===== src/design/gps_pkg.sv =====
// ----------------------------------------------------------------------------
// gps_pkg
// Shared types and constants of the gradient pixel shader.
// ----------------------------------------------------------------------------
package gps_pkg;

	// default geometry of the block
	localparam int MAX_STOPS_DEF   = 8;
	localparam int INDEX_STEPS_DEF = 1024;
	localparam int COORD_BITS_DEF  = 12;

	// stop positions are given in units of 1/1023
	localparam int STOP_DEN = 1023;

	// configuration port widths
	localparam int CFG_IDX_W  = 3;
	localparam int CFG_DATA_W = 16;

	// register reset values
	localparam logic [15:0] START_X_RST    = 16'd50;
	localparam logic [15:0] START_Y_RST    = 16'd50;
	localparam logic [15:0] END_X_RST      = 16'd350;
	localparam logic [15:0] END_Y_RST      = 16'd250;
	localparam logic [3:0]  STOP_COUNT_RST = 4'd2;

	// configuration register indexes
	typedef enum logic [CFG_IDX_W-1:0] {
		REG_START_X    = 3'd0,
		REG_START_Y    = 3'd1,
		REG_END_X      = 3'd2,
		REG_END_Y      = 3'd3,
		REG_RADIAL     = 3'd4,
		REG_STOP_COUNT = 3'd5
	} cfg_reg_t;

	// input item modes
	localparam logic MODE_SHADE = 1'b0;

	// class of a queued item
	typedef enum logic [1:0] {
		ITEM_SHADE,
		ITEM_STOP,
		ITEM_DROP
	} item_kind_t;

	// one queued item, front to back
	typedef struct packed {
		item_kind_t  kind;
		logic [11:0] x;
		logic [11:0] y;
		logic [2:0]  index;
		logic [9:0]  pos;
		logic [23:0] color;
	} queue_item_t;

	// back end sequencer states
	typedef enum logic [3:0] {
		S_IDLE,
		S_MUL,
		S_CLASS,
		S_SCALE,
		S_DIV,
		S_SQRT,
		S_LOOK,
		S_FIRST,
		S_LAST,
		S_SCAN0,
		S_SCAN,
		S_LERP,
		S_LDIV,
		S_OUT
	} back_state_t;

	// what the shared divider is working on
	typedef enum logic [1:0] {
		DIV_LIN,
		DIV_RAD,
		DIV_LERP
	} div_kind_t;

endpackage


===== src/design/gradient_pixel_shader.sv =====
// ----------------------------------------------------------------------------
// gradient_pixel_shader
// Linear or radial multi-stop gradient color generator, one pixel per shade item.
// ----------------------------------------------------------------------------
// Input channel (in_valid/in_ready): mode 1 writes one stop table entry (an
// index not below MAX_STOPS is dropped) and gives no result; mode 0 shades
// pixel (pixel_x, pixel_y) and gives one pixel_color on out_valid/out_ready.
// Configuration channel (cfg_valid/cfg_ready) is always ready; write it only
// while no pixel is in flight.
// A two-entry queue separates the input side from the sequencer, so items are
// taken while the sequencer works. The sequencer handles one item at a time.
// A stop write is taken from the queue in the idle state. A pixel passes the
// multiply and class steps, then, unless its index clamps at either end, the
// scale and serial divide steps (radial adds a square root step), then the
// table lookup, blend and output steps; the blend reuses the shared divider.
// Reset empties the queue, clears the output and loads the register defaults;
// the stop table holds no reset value. A stalled output holds its transfer
// while the next pixel waits finished in the sequencer.
// ----------------------------------------------------------------------------
module gradient_pixel_shader #(
	parameter int MAX_STOPS   = gps_pkg::MAX_STOPS_DEF,
	parameter int INDEX_STEPS = gps_pkg::INDEX_STEPS_DEF,
	parameter int COORD_BITS  = gps_pkg::COORD_BITS_DEF
) (
	input  logic                            clk,
	input  logic                            arst_n,
	input  logic                            in_valid,
	output logic                            in_ready,
	input  logic                            mode,
	input  logic [11:0]                     pixel_x,
	input  logic [11:0]                     pixel_y,
	input  logic [2:0]                      stop_index,
	input  logic [9:0]                      stop_position,
	input  logic [23:0]                     stop_color,
	input  logic                            cfg_valid,
	output logic                            cfg_ready,
	input  logic [gps_pkg::CFG_IDX_W-1:0]   cfg_index,
	input  logic [gps_pkg::CFG_DATA_W-1:0]  cfg_data,
	output logic                            out_valid,
	input  logic                            out_ready,
	output logic [23:0]                     pixel_color
);

	logic                 q_valid;
	logic                 q_ready;
	gps_pkg::queue_item_t q_item;

	// input classification and queue
	gps_front #(
		.MAX_STOPS (MAX_STOPS)
	) u_front (
		.clk           (clk),
		.arst_n        (arst_n),
		.in_valid      (in_valid),
		.in_ready      (in_ready),
		.mode          (mode),
		.pixel_x       (pixel_x),
		.pixel_y       (pixel_y),
		.stop_index    (stop_index),
		.stop_position (stop_position),
		.stop_color    (stop_color),
		.q_valid       (q_valid),
		.q_ready       (q_ready),
		.q_item        (q_item)
	);

	// sequencer, stop table and output register
	gps_back #(
		.MAX_STOPS   (MAX_STOPS),
		.INDEX_STEPS (INDEX_STEPS),
		.COORD_BITS  (COORD_BITS)
	) u_back (
		.clk         (clk),
		.arst_n      (arst_n),
		.q_valid     (q_valid),
		.q_ready     (q_ready),
		.q_item      (q_item),
		.cfg_valid   (cfg_valid),
		.cfg_ready   (cfg_ready),
		.cfg_index   (cfg_index),
		.cfg_data    (cfg_data),
		.out_valid   (out_valid),
		.out_ready   (out_ready),
		.pixel_color (pixel_color)
	);

endmodule


===== src/design/gps_front.sv =====
// ----------------------------------------------------------------------------
// gps_front
// Input side: takes items, classifies them and holds them in a short queue.
// ----------------------------------------------------------------------------
module gps_front #(
	parameter int MAX_STOPS = gps_pkg::MAX_STOPS_DEF
) (
	input  logic                 clk,
	input  logic                 arst_n,
	input  logic                 in_valid,
	output logic                 in_ready,
	input  logic                 mode,
	input  logic [11:0]          pixel_x,
	input  logic [11:0]          pixel_y,
	input  logic [2:0]           stop_index,
	input  logic [9:0]           stop_position,
	input  logic [23:0]          stop_color,
	output logic                 q_valid,
	input  logic                 q_ready,
	output gps_pkg::queue_item_t q_item
);

	gps_pkg::queue_item_t entry_q [2];
	gps_pkg::queue_item_t cls_item;
	logic                 wr_ptr_q;
	logic                 rd_ptr_q;
	logic [1:0]           count_q;
	logic                 push;
	logic                 pop;
	logic [6:0]           index_ext;

	// classify the incoming item
	always_comb begin
		index_ext      = 7'(stop_index);
		cls_item.x     = pixel_x;
		cls_item.y     = pixel_y;
		cls_item.index = stop_index;
		cls_item.pos   = stop_position;
		cls_item.color = stop_color;
		if (mode == gps_pkg::MODE_SHADE) begin
			cls_item.kind = gps_pkg::ITEM_SHADE;
		end else if (index_ext < 7'(MAX_STOPS)) begin
			cls_item.kind = gps_pkg::ITEM_STOP;
		end else begin
			cls_item.kind = gps_pkg::ITEM_DROP;
		end
	end

	assign in_ready = (count_q != 2'd2);
	assign push     = in_valid && in_ready;
	assign q_valid  = (count_q != 2'd0);
	assign pop      = q_valid && q_ready;
	assign q_item   = entry_q[rd_ptr_q];

	// queue storage
	always_ff @(posedge clk) begin
		if (push) begin
			entry_q[wr_ptr_q] <= cls_item;
		end
	end

	// queue pointers and fill level
	always_ff @(posedge clk or negedge arst_n) begin
		if (!arst_n) begin
			wr_ptr_q <= 1'b0;
			rd_ptr_q <= 1'b0;
			count_q  <= 2'd0;
		end else begin
			if (push) begin
				wr_ptr_q <= ~wr_ptr_q;
			end
			if (pop) begin
				rd_ptr_q <= ~rd_ptr_q;
			end
			if (push && !pop) begin
				count_q <= count_q + 2'd1;
			end else if (pop && !push) begin
				count_q <= count_q - 2'd1;
			end
		end
	end

endmodule


===== src/design/gps_back.sv =====
// ----------------------------------------------------------------------------
// gps_back
// Execution side: stop table, gradient index sequencer, color blend, output.
// ----------------------------------------------------------------------------
module gps_back #(
	parameter int MAX_STOPS   = gps_pkg::MAX_STOPS_DEF,
	parameter int INDEX_STEPS = gps_pkg::INDEX_STEPS_DEF,
	parameter int COORD_BITS  = gps_pkg::COORD_BITS_DEF
) (
	input  logic                            clk,
	input  logic                            arst_n,
	input  logic                            q_valid,
	output logic                            q_ready,
	input  gps_pkg::queue_item_t            q_item,
	input  logic                            cfg_valid,
	output logic                            cfg_ready,
	input  logic [gps_pkg::CFG_IDX_W-1:0]   cfg_index,
	input  logic [gps_pkg::CFG_DATA_W-1:0]  cfg_data,
	output logic                            out_valid,
	input  logic                            out_ready,
	output logic [23:0]                     pixel_color
);

	localparam int B    = $clog2(INDEX_STEPS);
	localparam int QW   = 2 * B;
	localparam int TMAX = INDEX_STEPS - 1;
	localparam int TW   = B + 10;
	localparam int PW   = TW + 8;
	localparam int LW   = 34;
	localparam int DW   = LW + QW;
	localparam int QMAX = (QW > 8) ? QW : 8;
	localparam int DCW  = $clog2(QMAX + 1);
	localparam int AW   = $clog2(MAX_STOPS);
	localparam logic [11:0] CMASK = 12'((32'd1 << COORD_BITS) - 32'd1);

	// configuration registers
	logic [15:0] start_x_q, start_y_q, end_x_q, end_y_q;
	logic        radial_q;
	logic [3:0]  stop_count_q;

	gps_pkg::back_state_t state_q, state_d;

	// datapath registers
	logic [1:0]         mcnt_q;
	logic [11:0]        x_q, y_q;
	logic [LW-1:0]      len2_q;
	logic signed [34:0] acc_q;
	logic [DW-1:0]      scale_q;
	logic               scnt_q;
	logic [B-1:0]       idx_q, sqk_q, sqbit_q;
	logic [TW-1:0]      t_q, num_q, range_q;
	logic [33:0]        prev_q;
	logic [AW-1:0]      i_q;
	logic [23:0]        c1_q, c2_q, col_q;
	logic [1:0]         ch_q;
	logic [LW-1:0]      div_rem_q, div_dvs_q;
	logic [QMAX-1:0]    div_dvd_q, div_quo_q;
	logic [DCW-1:0]     div_cnt_q;
	logic               out_valid_q;
	logic [23:0]        out_col_q;

	// stop table
	logic [33:0]   stop_mem [MAX_STOPS];
	logic [33:0]   mem_rd_q;
	logic [AW-1:0] rd_addr;
	logic [AW-1:0] wr_addr;
	logic          mem_we;

	// combinational helpers
	logic signed [16:0] dx, dy, px, py, mul_a, mul_b;
	logic signed [33:0] mul_p;
	logic [LW-1:0]      len2_eff, d2;
	logic               lin_zero, lin_full, rad_full;
	logic [DW-1:0]      scale_mul;
	logic [LW:0]        div_r2;
	logic               div_ge;
	logic [LW-1:0]      div_rem_n;
	logic [QMAX-1:0]    div_quo_n;
	logic               div_last;
	logic               div_start;
	gps_pkg::div_kind_t div_kind;
	logic [DW-1:0]      div_src;
	logic [LW-1:0]      div_dvs_in;
	logic [B-1:0]       sq_trial;
	logic [QW-1:0]      sq_sq;
	logic               sq_ok;
	logic [9:0]         rd_pos, prev_pos;
	logic [TW-1:0]      pos_scaled, prev_scaled;
	logic               first_hit, last_hit, pair_hit, scan_end;
	logic [6:0]         sc_ext, n_eff;
	logic [AW-1:0]      n_last;
	logic [7:0]         lerp_a, lerp_b, lerp_diff, lerp_res;
	logic [PW-1:0]      lerp_prod;
	logic               out_free;

	assign cfg_ready   = 1'b1;
	assign out_valid   = out_valid_q;
	assign pixel_color = out_col_q;
	assign out_free    = !out_valid_q || out_ready;

	// configuration writes
	always_ff @(posedge clk or negedge arst_n) begin
		if (!arst_n) begin
			start_x_q    <= gps_pkg::START_X_RST;
			start_y_q    <= gps_pkg::START_Y_RST;
			end_x_q      <= gps_pkg::END_X_RST;
			end_y_q      <= gps_pkg::END_Y_RST;
			radial_q     <= 1'b0;
			stop_count_q <= gps_pkg::STOP_COUNT_RST;
		end else if (cfg_valid) begin
			case (gps_pkg::cfg_reg_t'(cfg_index))
				gps_pkg::REG_START_X:    start_x_q    <= cfg_data;
				gps_pkg::REG_START_Y:    start_y_q    <= cfg_data;
				gps_pkg::REG_END_X:      end_x_q      <= cfg_data;
				gps_pkg::REG_END_Y:      end_y_q      <= cfg_data;
				gps_pkg::REG_RADIAL:     radial_q     <= cfg_data[0];
				gps_pkg::REG_STOP_COUNT: stop_count_q <= cfg_data[3:0];
				default: ;
			endcase
		end
	end

	// axis and pixel offsets, one shared multiplier
	always_comb begin
		dx = $signed({end_x_q[15], end_x_q}) - $signed({start_x_q[15], start_x_q});
		dy = $signed({end_y_q[15], end_y_q}) - $signed({start_y_q[15], start_y_q});
		px = $signed({5'b0, x_q & CMASK}) - $signed({start_x_q[15], start_x_q});
		py = $signed({5'b0, y_q & CMASK}) - $signed({start_y_q[15], start_y_q});
		case (mcnt_q)
			2'd0: begin
				mul_a = dx;
				mul_b = dx;
			end
			2'd1: begin
				mul_a = dy;
				mul_b = dy;
			end
			2'd2: begin
				mul_a = px;
				mul_b = radial_q ? px : dx;
			end
			default: begin
				mul_a = py;
				mul_b = radial_q ? py : dy;
			end
		endcase
	end
	assign mul_p = mul_a * mul_b;

	// classification of the projection or distance
	assign len2_eff  = (len2_q == '0) ? LW'(1) : len2_q;
	assign d2        = acc_q[LW-1:0];
	assign lin_zero  = (acc_q <= 35'sd0);
	assign lin_full  = (acc_q >= $signed({1'b0, len2_eff}));
	assign rad_full  = (d2 >= len2_eff);
	assign scale_mul = scale_q * DW'(TMAX);

	// restoring divider step
	always_comb begin
		div_r2    = {div_rem_q, div_dvd_q[QMAX-1]};
		div_ge    = (div_r2 >= {1'b0, div_dvs_q});
		div_rem_n = div_ge ? LW'(div_r2 - {1'b0, div_dvs_q}) : div_r2[LW-1:0];
		div_quo_n = {div_quo_q[QMAX-2:0], div_ge};
		div_last  = (div_cnt_q == DCW'(1));
	end

	// square root trial bit
	assign sq_trial = sqk_q | sqbit_q;
	assign sq_sq    = QW'(sq_trial) * QW'(sq_trial);
	assign sq_ok    = (sq_sq <= div_quo_q[QW-1:0]);

	// stop table compares
	always_comb begin
		rd_pos      = mem_rd_q[33:24];
		prev_pos    = prev_q[33:24];
		pos_scaled  = TW'(rd_pos) * TW'(TMAX);
		prev_scaled = TW'(prev_pos) * TW'(TMAX);
		first_hit   = (t_q <= pos_scaled);
		last_hit    = (t_q >= pos_scaled);
		pair_hit    = (t_q >= prev_scaled) && (t_q <= pos_scaled);
		sc_ext      = 7'(stop_count_q);
		if (sc_ext < 7'd2) begin
			n_eff = 7'd2;
		end else if (sc_ext > 7'(MAX_STOPS)) begin
			n_eff = 7'(MAX_STOPS);
		end else begin
			n_eff = sc_ext;
		end
		n_last   = AW'(n_eff - 7'd1);
		scan_end = (i_q == n_last);
	end

	// channel blend operands
	always_comb begin
		case (ch_q)
			2'd2: begin
				lerp_a = c1_q[23:16];
				lerp_b = c2_q[23:16];
			end
			2'd1: begin
				lerp_a = c1_q[15:8];
				lerp_b = c2_q[15:8];
			end
			default: begin
				lerp_a = c1_q[7:0];
				lerp_b = c2_q[7:0];
			end
		endcase
		lerp_diff = (lerp_b >= lerp_a) ? (lerp_b - lerp_a) : (lerp_a - lerp_b);
		lerp_prod = PW'(lerp_diff) * PW'(num_q);
		lerp_res  = (lerp_b >= lerp_a) ? (lerp_a + div_quo_n[7:0]) :
			(lerp_a - div_quo_n[7:0]);
	end

	// next state and control
	always_comb begin
		state_d    = state_q;
		q_ready    = 1'b0;
		mem_we     = 1'b0;
		rd_addr    = '0;
		div_start  = 1'b0;
		div_kind   = gps_pkg::DIV_LIN;
		div_src    = scale_mul;
		div_dvs_in = len2_eff;
		wr_addr    = AW'(7'(q_item.index));
		case (state_q)
			gps_pkg::S_IDLE: begin
				q_ready = 1'b1;
				if (q_valid) begin
					if (q_item.kind == gps_pkg::ITEM_SHADE) begin
						state_d = gps_pkg::S_MUL;
					end else if (q_item.kind == gps_pkg::ITEM_STOP) begin
						mem_we = 1'b1;
					end
				end
			end
			gps_pkg::S_MUL: begin
				if (mcnt_q == 2'd3) begin
					state_d = gps_pkg::S_CLASS;
				end
			end
			gps_pkg::S_CLASS: begin
				if (radial_q) begin
					state_d = rad_full ? gps_pkg::S_LOOK : gps_pkg::S_SCALE;
				end else begin
					state_d = (lin_zero || lin_full) ? gps_pkg::S_LOOK : gps_pkg::S_SCALE;
				end
			end
			gps_pkg::S_SCALE: begin
				if (!scnt_q) begin
					div_start = 1'b1;
					div_kind  = radial_q ? gps_pkg::DIV_RAD : gps_pkg::DIV_LIN;
					state_d   = gps_pkg::S_DIV;
				end
			end
			gps_pkg::S_DIV: begin
				if (div_last) begin
					state_d = radial_q ? gps_pkg::S_SQRT : gps_pkg::S_LOOK;
				end
			end
			gps_pkg::S_SQRT: begin
				if (sqbit_q[0]) begin
					state_d = gps_pkg::S_LOOK;
				end
			end
			gps_pkg::S_LOOK: begin
				state_d = gps_pkg::S_FIRST;
			end
			gps_pkg::S_FIRST: begin
				if (first_hit) begin
					state_d = gps_pkg::S_OUT;
				end else begin
					rd_addr = n_last;
					state_d = gps_pkg::S_LAST;
				end
			end
			gps_pkg::S_LAST: begin
				state_d = last_hit ? gps_pkg::S_OUT : gps_pkg::S_SCAN0;
			end
			gps_pkg::S_SCAN0: begin
				rd_addr = AW'(1);
				state_d = gps_pkg::S_SCAN;
			end
			gps_pkg::S_SCAN: begin
				if (pair_hit) begin
					state_d = (pos_scaled == prev_scaled) ? gps_pkg::S_OUT : gps_pkg::S_LERP;
				end else if (scan_end) begin
					state_d = gps_pkg::S_OUT;
				end else begin
					rd_addr = i_q + AW'(1);
				end
			end
			gps_pkg::S_LERP: begin
				div_start  = 1'b1;
				div_kind   = gps_pkg::DIV_LERP;
				div_src    = DW'(lerp_prod);
				div_dvs_in = LW'(range_q);
				state_d    = gps_pkg::S_LDIV;
			end
			gps_pkg::S_LDIV: begin
				if (div_last) begin
					state_d = (ch_q == 2'd0) ? gps_pkg::S_OUT : gps_pkg::S_LERP;
				end
			end
			gps_pkg::S_OUT: begin
				if (out_free) begin
					state_d = gps_pkg::S_IDLE;
				end
			end
			default: state_d = gps_pkg::S_IDLE;
		endcase
	end

	// state register
	always_ff @(posedge clk or negedge arst_n) begin
		if (!arst_n) begin
			state_q <= gps_pkg::S_IDLE;
		end else begin
			state_q <= state_d;
		end
	end

	// stop table write and registered read
	always_ff @(posedge clk) begin
		if (mem_we) begin
			stop_mem[wr_addr] <= {q_item.pos, q_item.color};
		end
		mem_rd_q <= stop_mem[rd_addr];
	end

	// shared divider
	always_ff @(posedge clk) begin
		if (div_start) begin
			div_dvs_q <= div_dvs_in;
			div_quo_q <= '0;
			case (div_kind)
				gps_pkg::DIV_RAD: begin
					div_rem_q <= LW'(div_src >> QW);
					div_dvd_q <= QMAX'(QMAX'(div_src) << (QMAX - QW));
					div_cnt_q <= DCW'(QW);
				end
				gps_pkg::DIV_LERP: begin
					div_rem_q <= LW'(div_src >> 8);
					div_dvd_q <= QMAX'(QMAX'(div_src) << (QMAX - 8));
					div_cnt_q <= DCW'(8);
				end
				default: begin
					div_rem_q <= LW'(div_src >> B);
					div_dvd_q <= QMAX'(QMAX'(div_src) << (QMAX - B));
					div_cnt_q <= DCW'(B);
				end
			endcase
		end else if (state_q == gps_pkg::S_DIV || state_q == gps_pkg::S_LDIV) begin
			div_rem_q <= div_rem_n;
			div_dvd_q <= div_dvd_q << 1;
			div_quo_q <= div_quo_n;
			div_cnt_q <= div_cnt_q - DCW'(1);
		end
	end

	// sequencer datapath
	always_ff @(posedge clk) begin
		case (state_q)
			gps_pkg::S_IDLE: begin
				x_q    <= q_item.x;
				y_q    <= q_item.y;
				mcnt_q <= 2'd0;
			end
			gps_pkg::S_MUL: begin
				mcnt_q <= mcnt_q + 2'd1;
				case (mcnt_q)
					2'd0: len2_q <= LW'(mul_p);
					2'd1: len2_q <= len2_q + LW'(mul_p);
					2'd2: acc_q  <= {mul_p[33], mul_p};
					default: acc_q <= acc_q + {mul_p[33], mul_p};
				endcase
			end
			gps_pkg::S_CLASS: begin
				scale_q <= DW'(d2);
				scnt_q  <= radial_q;
				if (radial_q || !lin_zero) begin
					idx_q <= B'(TMAX);
				end else begin
					idx_q <= '0;
				end
			end
			gps_pkg::S_SCALE: begin
				scale_q <= scale_mul;
				scnt_q  <= 1'b0;
			end
			gps_pkg::S_DIV: begin
				if (div_last) begin
					idx_q   <= div_quo_n[B-1:0];
					sqk_q   <= '0;
					sqbit_q <= B'(1) << (B - 1);
				end
			end
			gps_pkg::S_SQRT: begin
				if (sq_ok) begin
					sqk_q <= sq_trial;
				end
				sqbit_q <= sqbit_q >> 1;
				if (sqbit_q[0]) begin
					idx_q <= sq_ok ? sq_trial : sqk_q;
				end
			end
			gps_pkg::S_LOOK: begin
				t_q <= TW'(idx_q) * TW'(gps_pkg::STOP_DEN);
			end
			gps_pkg::S_FIRST: begin
				col_q <= mem_rd_q[23:0];
			end
			gps_pkg::S_LAST: begin
				col_q <= mem_rd_q[23:0];
			end
			gps_pkg::S_SCAN0: begin
				prev_q <= mem_rd_q;
				i_q    <= AW'(1);
			end
			gps_pkg::S_SCAN: begin
				prev_q  <= mem_rd_q;
				i_q     <= i_q + AW'(1);
				num_q   <= t_q - prev_scaled;
				range_q <= pos_scaled - prev_scaled;
				c1_q    <= prev_q[23:0];
				c2_q    <= mem_rd_q[23:0];
				ch_q    <= 2'd2;
				col_q   <= pair_hit ? prev_q[23:0] : 24'd0;
			end
			gps_pkg::S_LDIV: begin
				if (div_last) begin
					col_q <= {col_q[15:0], lerp_res};
					ch_q  <= ch_q - 2'd1;
				end
			end
			default: ;
		endcase
	end

	// output register
	always_ff @(posedge clk or negedge arst_n) begin
		if (!arst_n) begin
			out_valid_q <= 1'b0;
		end else if (state_q == gps_pkg::S_OUT && out_free) begin
			out_valid_q <= 1'b1;
		end else if (out_ready) begin
			out_valid_q <= 1'b0;
		end
	end

	always_ff @(posedge clk) begin
		if (state_q == gps_pkg::S_OUT && out_free) begin
			out_col_q <= col_q;
		end
	end

endmodule


===== config.mk =====
export PLATFORM = sky130hd
export DESIGN_NAME = gradient_pixel_shader
export DESIGN_NICKNAME = d
export VERILOG_FILES = /design/src/design/gps_pkg.sv /design/src/design/gradient_pixel_shader.sv /design/src/design/gps_front.sv /design/src/design/gps_back.sv
export SDC_FILE = /design/constraint.sdc
export NUM_CORES = 2
export LEC_CHECK = 0
export ABC_AREA = 1
export BUFFER_PORTS_ARGS = -buffer_cell sky130_fd_sc_hd__buf_2
export CAP_MARGIN = 5
export CORE_MARGIN = 2
export CORE_UTILIZATION = 60
export DETAILED_ROUTE_END_ITERATION = 6
export MAX_ROUTING_LAYER = met4
export PLACE_DENSITY = 0.79
export SLEW_MARGIN = 20
export SYNTH_ARGS = -nofsm -noshare
export SYNTH_HDL_FRONTEND = slang
export SYNTH_SLANG_ARGS = --single-unit

===== constraint.sdc =====
create_clock -name clk -period 24.7 [get_ports clk]
set_input_delay 1.235 -clock clk [delete_from_list [all_inputs] [get_ports clk]]
set_output_delay 1.235 -clock clk [all_outputs]
set_load 0.05 [all_outputs]

==> reports/metrics.cfg <==
[drt]
drtIter0Drc=7235
viasPerCell=5.76
drc_errors=0
vias=75500
wire_per_inst_um=21.6
drt_first_pass_iters=6
routed_wl_um=283000
route.antenna.remaining_nets=0

[timing]
fin_hold_ws_ns=0.307
finalCritPeriodShare_pct=45.5
rsz0062_at_grt=no
finalSetupViolCount=0
worst_pin_slew_ns=1.12
fmax_mhz=88.9
hold_viol=0
skew_ns=0.105
drv_slew=0
setup_ws_ns=13.46
period_needed_ns=11.24
setup_tns_ns=0
relSlewSlack_pct=25.1

[clocking]
cts.reportedPaths.clkPinSlew_ns=0.06
clkSinkCount=996
ctsHoldBuffers=0
cts_buffer_depth=3
numCtsBuffers=105
post_cts_resized=0
cts_root_buf=clkbuf_16
htree_levels=3
cts_setup_buffers=0
cts_tree=done
clkLatencyLatePin_ns=0.82

[synthesis]
yosys_register_bits=996
syn_nets=12600
postSynthAreaPerCell_um2=8.50
yosysSeqAreaShare_pct=31.3
yosys.area_share.simple_pct=19.7
synth_top_cell_by_area=edfxtp_1
syn-cell-area_um2=92800
synth-xor-area-share_pct=2.72
synthFlopType=edfxtp_1
synth.distinct_cells=70
synthAdderAreaFrac_pct=28.7
synth_edf_count=864
synth_top_area_share_pct=28.0
synth_top_family_by_area=adder cells
synth_compound_area_share_pct=7.98
synth_top_cells_by_area=edfxtp_1 28%, fa_1 19%, ha_1 9.6%, nand2_1 9.5%, inv_1 8.4%
syn_inst=10900
ys_async_sr_fraction_pct=7.83
synth_warnings=0
synthMuxAreaShare_pct=0.0108

[worst_setup_path]
startpoint_type=register
crit_family=adder cells
cp-end-kind=register
crit_fanout=11
arrival_ns=11.71
critPathMaxStageDelay_ns=0.77
critPathKind=register to register
cp_slowest_cell=nor2_1
path_buf_inv=7
cp.required_ns=25.17

[place]
place_ws_ns=13.55
port_buffers=111
dp_cells=12900
dp_hpwl_um=224000
routabilityCongestion=1.05

[job]
maxCapViolations=0

[floorplan]
start_util_pct=60.3
die_w_um=397
core_um2=154000
ios=113
fp.dieH_um=397
rows=144
fp.dieArea_um2=158000

[grt]
antenna_found_initial=2
grt-ovfl-total=0
grt_max_degree=81
first_global_vias=76400
grt_pass1_wl_um=435000
grt_usage_pct=36.9

[run_status]
status=finished, final reports clean

[layout]
multi_input_area_um2=55000
syn_to_final_growth_pct=6.85
layout-drive-gt1-share_pct=4.44
final_cells=13100
num-fill-cells=12900
seq_area_um2=29000
nNetsFinal=12600

[min_path]
hold_class=input port to async pin

## through the flow
step | util, % | instance area, um2
floorplan | - | 92800
global placement | 62.1 | 95500
detailed placement | 62.1 | 95500
CTS | 64.4 | 99100
global route | 64.4 | 99100
finish | 64.4 | 99200
## state kept, by name, summed over array words and instances (netlist names), 16 cells and up
register            count
u_back.c1_q            24
u_back.end_y_q         16
u_back.div_quo_q       20
u_back.div_dvd_q       20
u_back.acc_q           35
u_back.stop_mem       272
u_back.c2_q            24
u_back.prev_q          34
u_back.end_x_q         16
u_back.mem_rd_q        34
u_back.scale_q         54
u_back.range_q         20
u_back.col_q           24
u_back.t_q             20
u_back.num_q           20
u_back.pixel_color     24
u_back.start_y_q       16
u_front.entry_q       124
u_back.len2_q          34
u_back.start_x_q       16
u_back.div_dvs_q       34
u_back.div_rem_q       34
## synth_stat cells, drive strengths merged, types with 110 or more instances
cell type,n
a21oi,528
buf,110
clkbuf,129
edfxtp,864
fa,885
ha,709
inv,2095
nand2,2360
nand3,765
nand4,127
nor2,904
o21ai,490
xnor2,112
xor2,174
## worst paths after layout
kind / from / endpoint / slack (ns) / cells past startpoint
worst max-delay path: u_back.y_q[0] / u_back.acc_q[21] / 13.46 / 41
worst min-delay path: arst_n / u_front.wr_ptr_q / 0.31 / 1
worst max register to register: u_back.y_q[0] / u_back.acc_q[21] / 13.46 / 41
worst min register to register: u_back.col_q[0] / u_back.pixel_color[0] / 0.38 / 0
max in group asynchronous: arst_n / u_back.end_x_q[5] / 23.15 / 2
min in group clk: u_back.col_q[0] / u_back.pixel_color[0] / 0.38 / 0
## placed cells by master (no fill, tap or decap), types with 37 or more instances in the layout
master,instances
a21o_1,52
a21oi_1,526
or2_2,47
dfxtp_1,54
nand3b_1,53
ha_1,707
edfxtp_1,864
buf_4,70
buf_2,111
clkbuf_16,110
xor2_1,173
nand2_1,2351
xnor2_1,111
inv_1,2079
nor3_1,74
dfrtp_1,58
fa_1,885
o211ai_1,41
nand3_1,760
a31oi_1,37
nand4_1,127
nor2_1,879
o21ai_0,476
o21bai_1,50
## layer usage
| layer | part of all wire (%) | up-vias | GRT usage [%] | wire, um |
|---|---|---|---|---|
| met1 | 39 | 36500 | 46.4 | 112000 |
| met3 | 7.3 | 634 | 4.53 | 20600 |
| met5 | 0 | - | - | 0 |
| met4 | 4.5 | 0 | 14.9 | 12700 |
| met2 | 49 | 3242 | 60.9 | 138000 |
| li1 | - | 35100 | - | - |
## cell families (layout without fill, tap and decap cells)
family | Yosys count | after routing
AO/OA/AOI/OAI | 1322 | 1322
buffers and inverters | 2343 | 2480
AND/OR/NAND/NOR | 4374 | 4374
other | 1 | 2
XOR/XNOR | 286 | 286
flip-flops | 996 | 996
multiplexers | 1 | 1
adder cells (fa/ha/maj) | 1594 | 1594
## cell type report
type	instances	share of cell area (%)
Multi-Input combinational cell	7578	55.4
Inverter	2104	7.97
Antenna cell	1	0.00252
Sequential cell	996	29.3
Clock inverter	59	0.731
Tap cell	2044	2.58
Timing Repair Buffer	181	1.09
Clock buffer	136	2.94
Power is not shown: default switching activity piles up to over one toggle a cycle in this logic, so the estimate is an artifact.
